File: src/hw/rtl/abtt_pkg.sv
// Shared types and constants for the active button timeout table.
`default_nettype none

package abtt_pkg;

    // Table depth default and timeout register reset value
    localparam int unsigned ENTRIES_DEF   = 5;
    localparam logic [7:0]  TIMEOUT_RESET = 8'd60;

    // Field widths
    localparam int unsigned CMD_W   = 2;
    localparam int unsigned MS_W    = 8;
    localparam int unsigned ADDR_W  = 8;
    localparam int unsigned BTN_W   = 8;
    localparam int unsigned IDX_W   = 4;

    // Configuration register indexes
    localparam logic REG_TIMEOUT = 1'b0;

    // Command codes
    typedef enum logic [CMD_W-1:0] {
        CMD_PRESS   = 2'd0,
        CMD_SCAN    = 2'd1,
        CMD_TAKE    = 2'd2,
        CMD_REFRESH = 2'd3
    } cmd_t;

    // Controller to datapath commands
    typedef struct packed {
        logic load;        // capture input transfer, set walk index
        logic step;        // advance walk index
        logic stamp;       // restamp current entry if occupied
        logic insert;      // write new entry into recorded empty slot
        logic clear;       // mark current entry empty
        logic note_empty;  // remember first empty entry seen
        logic post;        // load result register
        logic ok;          // ok bit of result
        logic idx_cur;     // result index from walk index, else start index
        logic ev_cur;      // event fields from current entry, else zero
    } ctl_cmd_t;

    // Datapath to controller status
    typedef struct packed {
        cmd_t cmd;
        logic addr_zero;
        logic start_oor;
        logic last;
        logic hit;
    } ctl_stat_t;

endpackage

`default_nettype wire

File: src/hw/rtl/active_button_timeout_table.sv
// Sequence: a command is accepted in idle, then the datapath walks the table one entry per
// cycle; take and address zero press post without a walk, and a press with no match ends with an insert step.
// Commands are handled one at a time; the result post waits while the output register is full.
// A finished result waits in the output register while the next command is taken.
// Reset (asynchronous, active low) empties every entry, sets timeout_ms to 60 and
// drops any pending result.
`default_nettype none

module active_button_timeout_table
    import abtt_pkg::*;
#(
    parameter int unsigned ENTRIES = ENTRIES_DEF
)
(
    input  wire logic        clk,
    input  wire logic        rst_n,
    // Input stream
    input  wire logic        s_tvalid,
    output      logic        s_tready,
    input  wire logic [31:0] s_tdata,  // cmd[1:0], now_ms[9:2], addr[17:10],
                                       // button_number[25:18], start_index[29:26]
    // Result stream
    output      logic        m_tvalid,
    input  wire logic        m_tready,
    output      logic [23:0] m_tdata,  // ok[0], index[4:1], event_addr[12:5],
                                       // event_button[20:13]
    // Configuration port
    input  wire logic        psel,
    input  wire logic        penable,
    input  wire logic        pwrite,
    input  wire logic [2:0]  paddr,
    input  wire logic [31:0] pwdata,
    output      logic [31:0] prdata,
    output      logic        pready
);

    logic [MS_W-1:0]   timeout_ms_reg;
    logic              cfg_wr;
    ctl_cmd_t          ctl;
    ctl_stat_t         stat;
    logic              res_ok;
    logic [IDX_W-1:0]  res_index;
    logic [ADDR_W-1:0] res_addr;
    logic [BTN_W-1:0]  res_button;

    // Register file
    assign pready = 1'b1;
    assign cfg_wr = psel && penable && pwrite && pready && (paddr[2] == REG_TIMEOUT);

    always_ff @(posedge clk or negedge rst_n)
    begin
        if (!rst_n)
        begin
            timeout_ms_reg <= TIMEOUT_RESET;
        end
        else if (cfg_wr)
        begin
            timeout_ms_reg <= pwdata[MS_W-1:0];
        end
    end

    assign prdata = (paddr[2] == REG_TIMEOUT) ? {24'd0, timeout_ms_reg} : 32'd0;

    abtt_ctrl u_ctrl (
        .clk      (clk),
        .rst_n    (rst_n),
        .s_tvalid (s_tvalid),
        .s_tready (s_tready),
        .m_tvalid (m_tvalid),
        .m_tready (m_tready),
        .stat     (stat),
        .ctl      (ctl)
    );

    abtt_datapath #(
        .ENTRIES (ENTRIES)
    ) u_datapath (
        .clk              (clk),
        .rst_n            (rst_n),
        .ctl              (ctl),
        .stat             (stat),
        .timeout_ms       (timeout_ms_reg),
        .in_cmd           (cmd_t'(s_tdata[1:0])),
        .in_now_ms        (s_tdata[9:2]),
        .in_addr          (s_tdata[17:10]),
        .in_button_number (s_tdata[25:18]),
        .in_start_index   (s_tdata[29:26]),
        .ok               (res_ok),
        .index            (res_index),
        .event_addr       (res_addr),
        .event_button     (res_button)
    );

    // Result packing
    assign m_tdata = {3'd0, res_button, res_addr, res_index, res_ok};

endmodule

`default_nettype wire

File: src/hw/rtl/abtt_datapath.sv
// Datapath: item registers, entry table, walk index and result register.
`default_nettype none

module abtt_datapath
    import abtt_pkg::*;
#(
    parameter int unsigned ENTRIES = ENTRIES_DEF
)
(
    input  wire logic              clk,
    input  wire logic              rst_n,
    input  wire ctl_cmd_t          ctl,
    output      ctl_stat_t         stat,
    input  wire logic [MS_W-1:0]   timeout_ms,
    input  wire cmd_t              in_cmd,
    input  wire logic [MS_W-1:0]   in_now_ms,
    input  wire logic [ADDR_W-1:0] in_addr,
    input  wire logic [BTN_W-1:0]  in_button_number,
    input  wire logic [IDX_W-1:0]  in_start_index,
    output      logic              ok,
    output      logic [IDX_W-1:0]  index,
    output      logic [ADDR_W-1:0] event_addr,
    output      logic [BTN_W-1:0]  event_button
);

    localparam int unsigned IW = (ENTRIES > 1) ? $clog2(ENTRIES) : 1;
    localparam logic [IDX_W-1:0] LAST_IDX = IDX_W'(ENTRIES - 1);
    localparam logic [IDX_W-1:0] NUM_IDX  = IDX_W'(ENTRIES);

    // Item registers
    cmd_t              cmd_reg;
    logic [MS_W-1:0]   now_reg;
    logic [ADDR_W-1:0] addr_reg;
    logic [BTN_W-1:0]  btn_reg;
    logic [IDX_W-1:0]  start_reg;

    // Walk state
    logic [IDX_W-1:0]  cur_reg;
    logic [IW-1:0]     empty_slot_reg;
    logic              have_empty_reg;

    // Entry table
    logic [ADDR_W-1:0] tab_addr_reg  [ENTRIES];
    logic [BTN_W-1:0]  tab_btn_reg   [ENTRIES];
    logic [MS_W-1:0]   tab_stamp_reg [ENTRIES];

    // Result register
    logic              ok_reg;
    logic [IDX_W-1:0]  index_reg;
    logic [ADDR_W-1:0] ev_addr_reg;
    logic [BTN_W-1:0]  ev_btn_reg;

    logic [IW-1:0]     ci;
    logic [ADDR_W-1:0] cur_addr;
    logic [BTN_W-1:0]  cur_btn;
    logic [MS_W-1:0]   cur_age;
    logic              cur_occ;
    logic              cur_match;
    logic              cur_released;

    // Current entry read and compares
    assign ci           = cur_reg[IW-1:0];
    assign cur_addr     = tab_addr_reg[ci];
    assign cur_btn      = tab_btn_reg[ci];
    assign cur_age      = now_reg - tab_stamp_reg[ci];
    assign cur_occ      = (cur_addr != '0);
    assign cur_match    = (cur_addr == addr_reg) && (cur_btn == btn_reg);
    assign cur_released = (cur_age > timeout_ms);

    always_comb
    begin
        stat.cmd       = cmd_reg;
        stat.addr_zero = (addr_reg == '0);
        stat.start_oor = (start_reg >= NUM_IDX);
        stat.last      = (cur_reg == LAST_IDX);
        stat.hit       = cur_occ && ((cmd_reg == CMD_PRESS) ? cur_match : cur_released);
    end

    // Walk index and empty slot tracking
    always_ff @(posedge clk or negedge rst_n)
    begin
        if (!rst_n)
        begin
            cur_reg        <= '0;
            have_empty_reg <= 1'b0;
        end
        else if (ctl.load)
        begin
            cur_reg        <= (in_cmd == CMD_SCAN || in_cmd == CMD_TAKE) ? in_start_index : '0;
            have_empty_reg <= 1'b0;
        end
        else
        begin
            if (ctl.note_empty && !have_empty_reg && !cur_occ)
            begin
                have_empty_reg <= 1'b1;
            end
            if (ctl.step)
            begin
                cur_reg <= cur_reg + 1'b1;
            end
        end
    end

    // Payload registers
    always_ff @(posedge clk)
    begin
        if (ctl.load)
        begin
            cmd_reg   <= in_cmd;
            now_reg   <= in_now_ms;
            addr_reg  <= in_addr;
            btn_reg   <= in_button_number;
            start_reg <= in_start_index;
        end
        if (ctl.note_empty && !have_empty_reg && !cur_occ)
        begin
            empty_slot_reg <= ci;
        end
        if (ctl.post)
        begin
            ok_reg      <= ctl.ok;
            index_reg   <= ctl.idx_cur ? cur_reg : start_reg;
            ev_addr_reg <= ctl.ev_cur ? cur_addr : '0;
            ev_btn_reg  <= ctl.ev_cur ? cur_btn : '0;
        end
    end

    // Entry addresses: reset to empty
    always_ff @(posedge clk or negedge rst_n)
    begin
        if (!rst_n)
        begin
            for (int i = 0; i < ENTRIES; i++)
            begin
                tab_addr_reg[i] <= '0;
            end
        end
        else if (ctl.insert && have_empty_reg)
        begin
            tab_addr_reg[empty_slot_reg] <= addr_reg;
        end
        else if (ctl.clear)
        begin
            tab_addr_reg[ci] <= '0;
        end
    end

    // Entry button numbers and stamps
    always_ff @(posedge clk)
    begin
        if (ctl.insert && have_empty_reg)
        begin
            tab_btn_reg[empty_slot_reg]   <= btn_reg;
            tab_stamp_reg[empty_slot_reg] <= now_reg;
        end
        else if (ctl.stamp && cur_occ)
        begin
            tab_stamp_reg[ci] <= now_reg;
        end
    end

    assign ok           = ok_reg;
    assign index        = index_reg;
    assign event_addr   = ev_addr_reg;
    assign event_button = ev_btn_reg;

endmodule

`default_nettype wire

File: src/hw/rtl/abtt_ctrl.sv
// Controller: sequences one command over the entry table and the output handshake.
`default_nettype none

module abtt_ctrl
    import abtt_pkg::*;
(
    input  wire logic      clk,
    input  wire logic      rst_n,
    input  wire logic      s_tvalid,
    output      logic      s_tready,
    output      logic      m_tvalid,
    input  wire logic      m_tready,
    input  wire ctl_stat_t stat,
    output      ctl_cmd_t  ctl
);

    typedef enum logic [1:0] {
        ST_IDLE,
        ST_RUN,
        ST_INSERT
    } state_t;

    state_t state_reg, state_next;
    logic   out_valid_reg, out_valid_next;
    logic   can_post;

    assign can_post = !out_valid_reg || m_tready;

    // Command decode per state
    always_comb
    begin
        ctl        = '0;
        state_next = state_reg;
        unique case (state_reg)
            ST_IDLE:
            begin
                if (s_tvalid)
                begin
                    ctl.load   = 1'b1;
                    state_next = ST_RUN;
                end
            end
            ST_RUN:
            begin
                unique case (stat.cmd)
                    CMD_PRESS:
                    begin
                        if (stat.addr_zero || stat.hit)
                        begin
                            if (can_post)
                            begin
                                ctl.stamp  = stat.hit;
                                ctl.post   = 1'b1;
                                state_next = ST_IDLE;
                            end
                        end
                        else
                        begin
                            ctl.note_empty = 1'b1;
                            if (stat.last)
                            begin
                                state_next = ST_INSERT;
                            end
                            else
                            begin
                                ctl.step = 1'b1;
                            end
                        end
                    end
                    CMD_SCAN:
                    begin
                        if (stat.start_oor || stat.hit || stat.last)
                        begin
                            if (can_post)
                            begin
                                ctl.post    = 1'b1;
                                ctl.ok      = !stat.start_oor && stat.hit;
                                ctl.idx_cur = !stat.start_oor && stat.hit;
                                state_next  = ST_IDLE;
                            end
                        end
                        else
                        begin
                            ctl.step = 1'b1;
                        end
                    end
                    CMD_TAKE:
                    begin
                        if (can_post)
                        begin
                            ctl.post   = 1'b1;
                            ctl.ok     = !stat.start_oor;
                            ctl.ev_cur = !stat.start_oor;
                            ctl.clear  = !stat.start_oor;
                            state_next = ST_IDLE;
                        end
                    end
                    CMD_REFRESH:
                    begin
                        ctl.stamp = 1'b1;
                        if (stat.last)
                        begin
                            if (can_post)
                            begin
                                ctl.post   = 1'b1;
                                ctl.ok     = 1'b1;
                                state_next = ST_IDLE;
                            end
                        end
                        else
                        begin
                            ctl.step = 1'b1;
                        end
                    end
                    default:
                    begin
                        state_next = ST_IDLE;
                    end
                endcase
            end
            ST_INSERT:
            begin
                if (can_post)
                begin
                    ctl.insert = 1'b1;
                    ctl.post   = 1'b1;
                    ctl.ok     = 1'b1;
                    state_next = ST_IDLE;
                end
            end
            default:
            begin
                state_next = ST_IDLE;
            end
        endcase
    end

    // Output slot: filled on post, emptied on transfer
    assign out_valid_next = ctl.post | (out_valid_reg & !m_tready);

    always_ff @(posedge clk or negedge rst_n)
    begin
        if (!rst_n)
        begin
            state_reg     <= ST_IDLE;
            out_valid_reg <= 1'b0;
        end
        else
        begin
            state_reg     <= state_next;
            out_valid_reg <= out_valid_next;
        end
    end

    assign s_tready = (state_reg == ST_IDLE);
    assign m_tvalid = out_valid_reg;

endmodule

`default_nettype wire
File: config.mk
export PLATFORM = sky130hd
export DESIGN_NAME = active_button_timeout_table
export DESIGN_NICKNAME = d
export VERILOG_FILES = /design/src/hw/rtl/abtt_pkg.sv /design/src/hw/rtl/active_button_timeout_table.sv /design/src/hw/rtl/abtt_datapath.sv /design/src/hw/rtl/abtt_ctrl.sv
export SDC_FILE = /design/constraint.sdc
export NUM_CORES = 1
export LEC_CHECK = 0
export BUFFER_PORTS_ARGS = -buffer_cell sky130_fd_sc_hd__buf_2
export CORE_MARGIN = 2
export CORE_UTILIZATION = 45
export CTS_CLUSTER_DIAMETER = 40
export CTS_CLUSTER_SIZE = 14
export DETAILED_ROUTE_END_ITERATION = 8
export GPL_ROUTABILITY_DRIVEN = 1
export PLACE_DENSITY = 0.65
export SLEW_MARGIN = 10
export SYNTH_ARGS = -nofsm -noshare
export SYNTH_HDL_FRONTEND = slang
export SYNTH_SLANG_ARGS = --single-unit
File: constraint.sdc
create_clock -name clk -period 8.74 [get_ports clk]
set_clock_uncertainty 0.15 [all_clocks]
set_input_delay 1.748 -clock clk [delete_from_list [all_inputs] [get_ports clk]]
set_output_delay 1.748 -clock clk [all_outputs]
set_load 0.05 [all_outputs]
==> impl_metrics.env <==
export IMPL_fin_setup_tns_ns=0
export IMPL_start_util_pct=46.07
export IMPL_power_leakage_nw=3.990
export IMPL_cts_sinks=190
export IMPL_clk_pin_slew_ns=0.07
export IMPL_hpwl_um=13240
export IMPL_critPathLaunchType="register"
export IMPL_wl_per_cell_um=19.82
export IMPL_cts_root_buffer="clkbuf_16"
export IMPL_gp_congestion=0.8560
export IMPL_p_comb_share_pct=34.3
export IMPL_swShare_pct=37.11
export IMPL_crit_required_ns=8.70
export IMPL_setup_violations=0
export IMPL_num_nets_final=825
export IMPL_hp_start="u_datapath.tab_addr_reg[2]"
export IMPL_synth_seq_cells=190
export IMPL_io_pins=133
export IMPL_status="finished clean"
export IMPL_internal_power_mw=1.948
export IMPL_syn_avg_cell_area_um2=13.84
export IMPL_dieArea_mm2=0.02114
export IMPL_worst_slew_pin_transition_ns=1.240
export IMPL_maxSlewHeadroom_pct=16.62
export IMPL_async_flop_share_pct=29.47
export IMPL_nFillCells=1638
export IMPL_die_h_um=145.4
export IMPL_crit_path_end_kind="register"
export IMPL_core_mm2=0.01953
export IMPL_r2r_end="u_datapath.event_button[6]"
export IMPL_antenna_cells=0
export IMPL_cts_setup_buffers=0
export IMPL_ctsHtreeMaxLevel=4
export IMPL_vias=5699
export IMPL_place_inst=969
export IMPL_reg2reg_from="u_datapath.cur_reg[1]"
export IMPL_multiInputGateArea_mm2=0.003217
export IMPL_drc_errors=0
export IMPL_powerDensity_mw_per_mm2=305.5
export IMPL_p_seq_share_pct=40.1
export IMPL_syn_to_final_growth_pct=12.71
export IMPL_grt_pass1_vias=5786
export IMPL_regArea_mm2=0.005430
export IMPL_grt_overflow=0
export IMPL_slew_violations=0
export IMPL_crit_fanout=32
export IMPL_synth_cells=650
export IMPL_mostFrequentLayoutCell="edfxtp_1"
export IMPL_maxCapViolCount=0
export IMPL_clockBufferDepth=2
export IMPL_hold_violations=0
export IMPL_gr_usage_all_layers_pct=19.27
export IMPL_netlist_area_mm2=0.008995
export IMPL_min_delay_path_depth=1
export IMPL_synth_warnings=0
export IMPL_firstDrtPassIters=5
export IMPL_row_count=51
export IMPL_drtIter0Drc=414
export IMPL_final_cell_mix="edfxtp_1 (134), buf_2 (76), dfrtp_1 (52)"
export IMPL_power_switching_mw=1.149
export IMPL_period_share_pct=65.22
export IMPL_hold_path_class="reg -> reg"
export IMPL_clock_fmax_mhz=175.4
export IMPL_ir_drop_uv=155.2
export IMPL_arrival_ns=5.66
export IMPL_antenna_found_initial=0
export IMPL_grt_pass1_wl_um=31320
export IMPL_routed_wl_um=19840
export IMPL_holdBufCountCts=0
export IMPL_clk_insertion_delay_late_ns=0.44
export IMPL_numCtsBuffers=17
export IMPL_reg2regPathDepth=20
export IMPL_ant_nets=0
export IMPL_min_period_ns=5.700
export IMPL_die_x_um=145.4
export IMPL_drive_gt1_share_pct=23.10
export IMPL_cts_resized=0
export IMPL_synth_edff_count=134
export IMPL_grt_max_degree=57
export IMPL_numPortBuffers=76
export IMPL_pwr_share_clk_pct=25.5
export IMPL_min_to="u_datapath.tab_addr_reg[2]"
export IMPL_cts_tree="yes"
export IMPL_worstSetupPathType="reg -> reg"
export IMPL_synthDistinctLibCells=78
export IMPL_rrSetupSlack_ns=3.04
export IMPL_rsz0062_at_grt="no"
export IMPL_synth_flop_cell="edfxtp_1"
export IMPL_vias_per_cell=5.693
export IMPL_finalNonFillerCells=1001
export IMPL_ys_seq_area_share_pct=60.37
-- through the flow --
stage	total power [mW]	hold WS (ns)	cell area, um^2	setup WS [ns]	util, %
2_1_floorplan	2.069	0.2892	9092	2.892	-
3_3_place_gp	2.289	0.3283	9535	3.122	48.83
3_5_place_dp	2.324	0.3315	9535	3.019	48.83
4_1_cts	3.119	0.3512	10140	2.999	51.92
5_1_grt	3.258	0.3611	10140	2.664	51.92
6_report	3.097	0.3497	10140	3.040	51.92
-- worst max-delay path, cell delays in order, from the launching register on --
cell      delay, ns
dfrtp_1        0.87
buf_4          0.50
mux4_2         0.36
mux2i_1        0.18
ha_1           0.22
inv_1          0.04
o21ai_0        0.29
a21oi_1        0.12
o21bai_1       0.22
a21o_1         0.16
a21oi_1        0.07
xnor2_1        0.14
ha_1           0.30
nand4_1        0.10
a21oi_1        0.13
o221ai_1       0.25
o22ai_4        0.33
nor2_1         0.10
or3b_1         0.39
a21oi_2        0.14
buf_4          0.30
-- routing by layer --
metal / up-vias / part of all wire, % / track usage (%) / wire length, um
li1: 2586 / - / - / -
met1: 2830 / 43 / 25.71 / 8575
met2: 253 / 48 / 30.90 / 9608
met3: 30 / 6.7 / 5.047 / 1331
met4: 0 / 1.6 / 6.471 / 327
met5: - / 0 / 0 / 0
-- worst max-delay path by stage --
stage	from	endpoint	slack [ns]	cells after the start
after CTS	u_datapath.cur_reg[1]	u_datapath.event_button[4]	3.00	20
after floorplan	u_datapath.cur_reg[1]	u_datapath.event_addr[0]	2.89	22
after global placement	u_datapath.cur_reg[1]	u_datapath.event_addr[1]	3.12	20
final	u_datapath.cur_reg[1]	u_datapath.event_button[6]	3.04	20
after detailed placement	u_datapath.cur_reg[1]	u_datapath.event_addr[3]	3.02	20
after global routing	u_datapath.cur_reg[1]	u_datapath.event_addr[7]	2.66	20
-- logic make-up after synthesis --
family | count (synthesis) | synth area share [%]
xor gates and xnor gates | 16 | 1.558
other | 2 | 0.08349
adders and majority gates | 28 | 3.978
muxes | 52 | 7.943
and+or+nand+nor | 138 | 8.541
AOI/OAI and AO/OA | 138 | 12.19
buffers and inverters | 86 | 5.341
DFF | 190 | 60.37
-- power groups by stage --
stage,Sequential [mW],Combinational [mW],Clock (mW)
floorplan,1.29,0.779,0
global placement,1.25,1.04,0
detailed placement,1.26,1.07,0
CTS,1.24,1.07,0.807
global route,1.26,1.16,0.840
finish,1.24,1.06,0.791
-- synthesized netlist by cell type, types with 9 or more instances --
master | count | share of area, %
edfxtp_1 | 134 | 45
dfrtp_1 | 52 | 14
a22o_1 | 40 | 3.9
nor2_1 | 35 | 1.5
buf_4 | 31 | 2.6
ha_1 | 27 | 3.8
inv_1 | 26 | 1.1
mux2i_1 | 23 | 2.6
nand2_1 | 20 | 0.83
a21oi_1 | 17 | 0.95
clkbuf_1 | 15 | 0.63
mux2_2 | 15 | 1.9
o21ai_0 | 15 | 0.83
mux4_2 | 12 | 3.0
nand3b_1 | 12 | 1.0
nor3_1 | 12 | 0.67
xor2_1 | 9 | 0.88
-- area by class of cell --
cell class	count	share of cell area [%]
clock buffer	17	4.196
inverter	29	1.074
timing repair buffer	85	4.418
clock inverter	15	1.752
sequential	190	53.56
multi-input combinational	400	31.73
tap	265	3.270
Power figures use the tool's default switching activity.
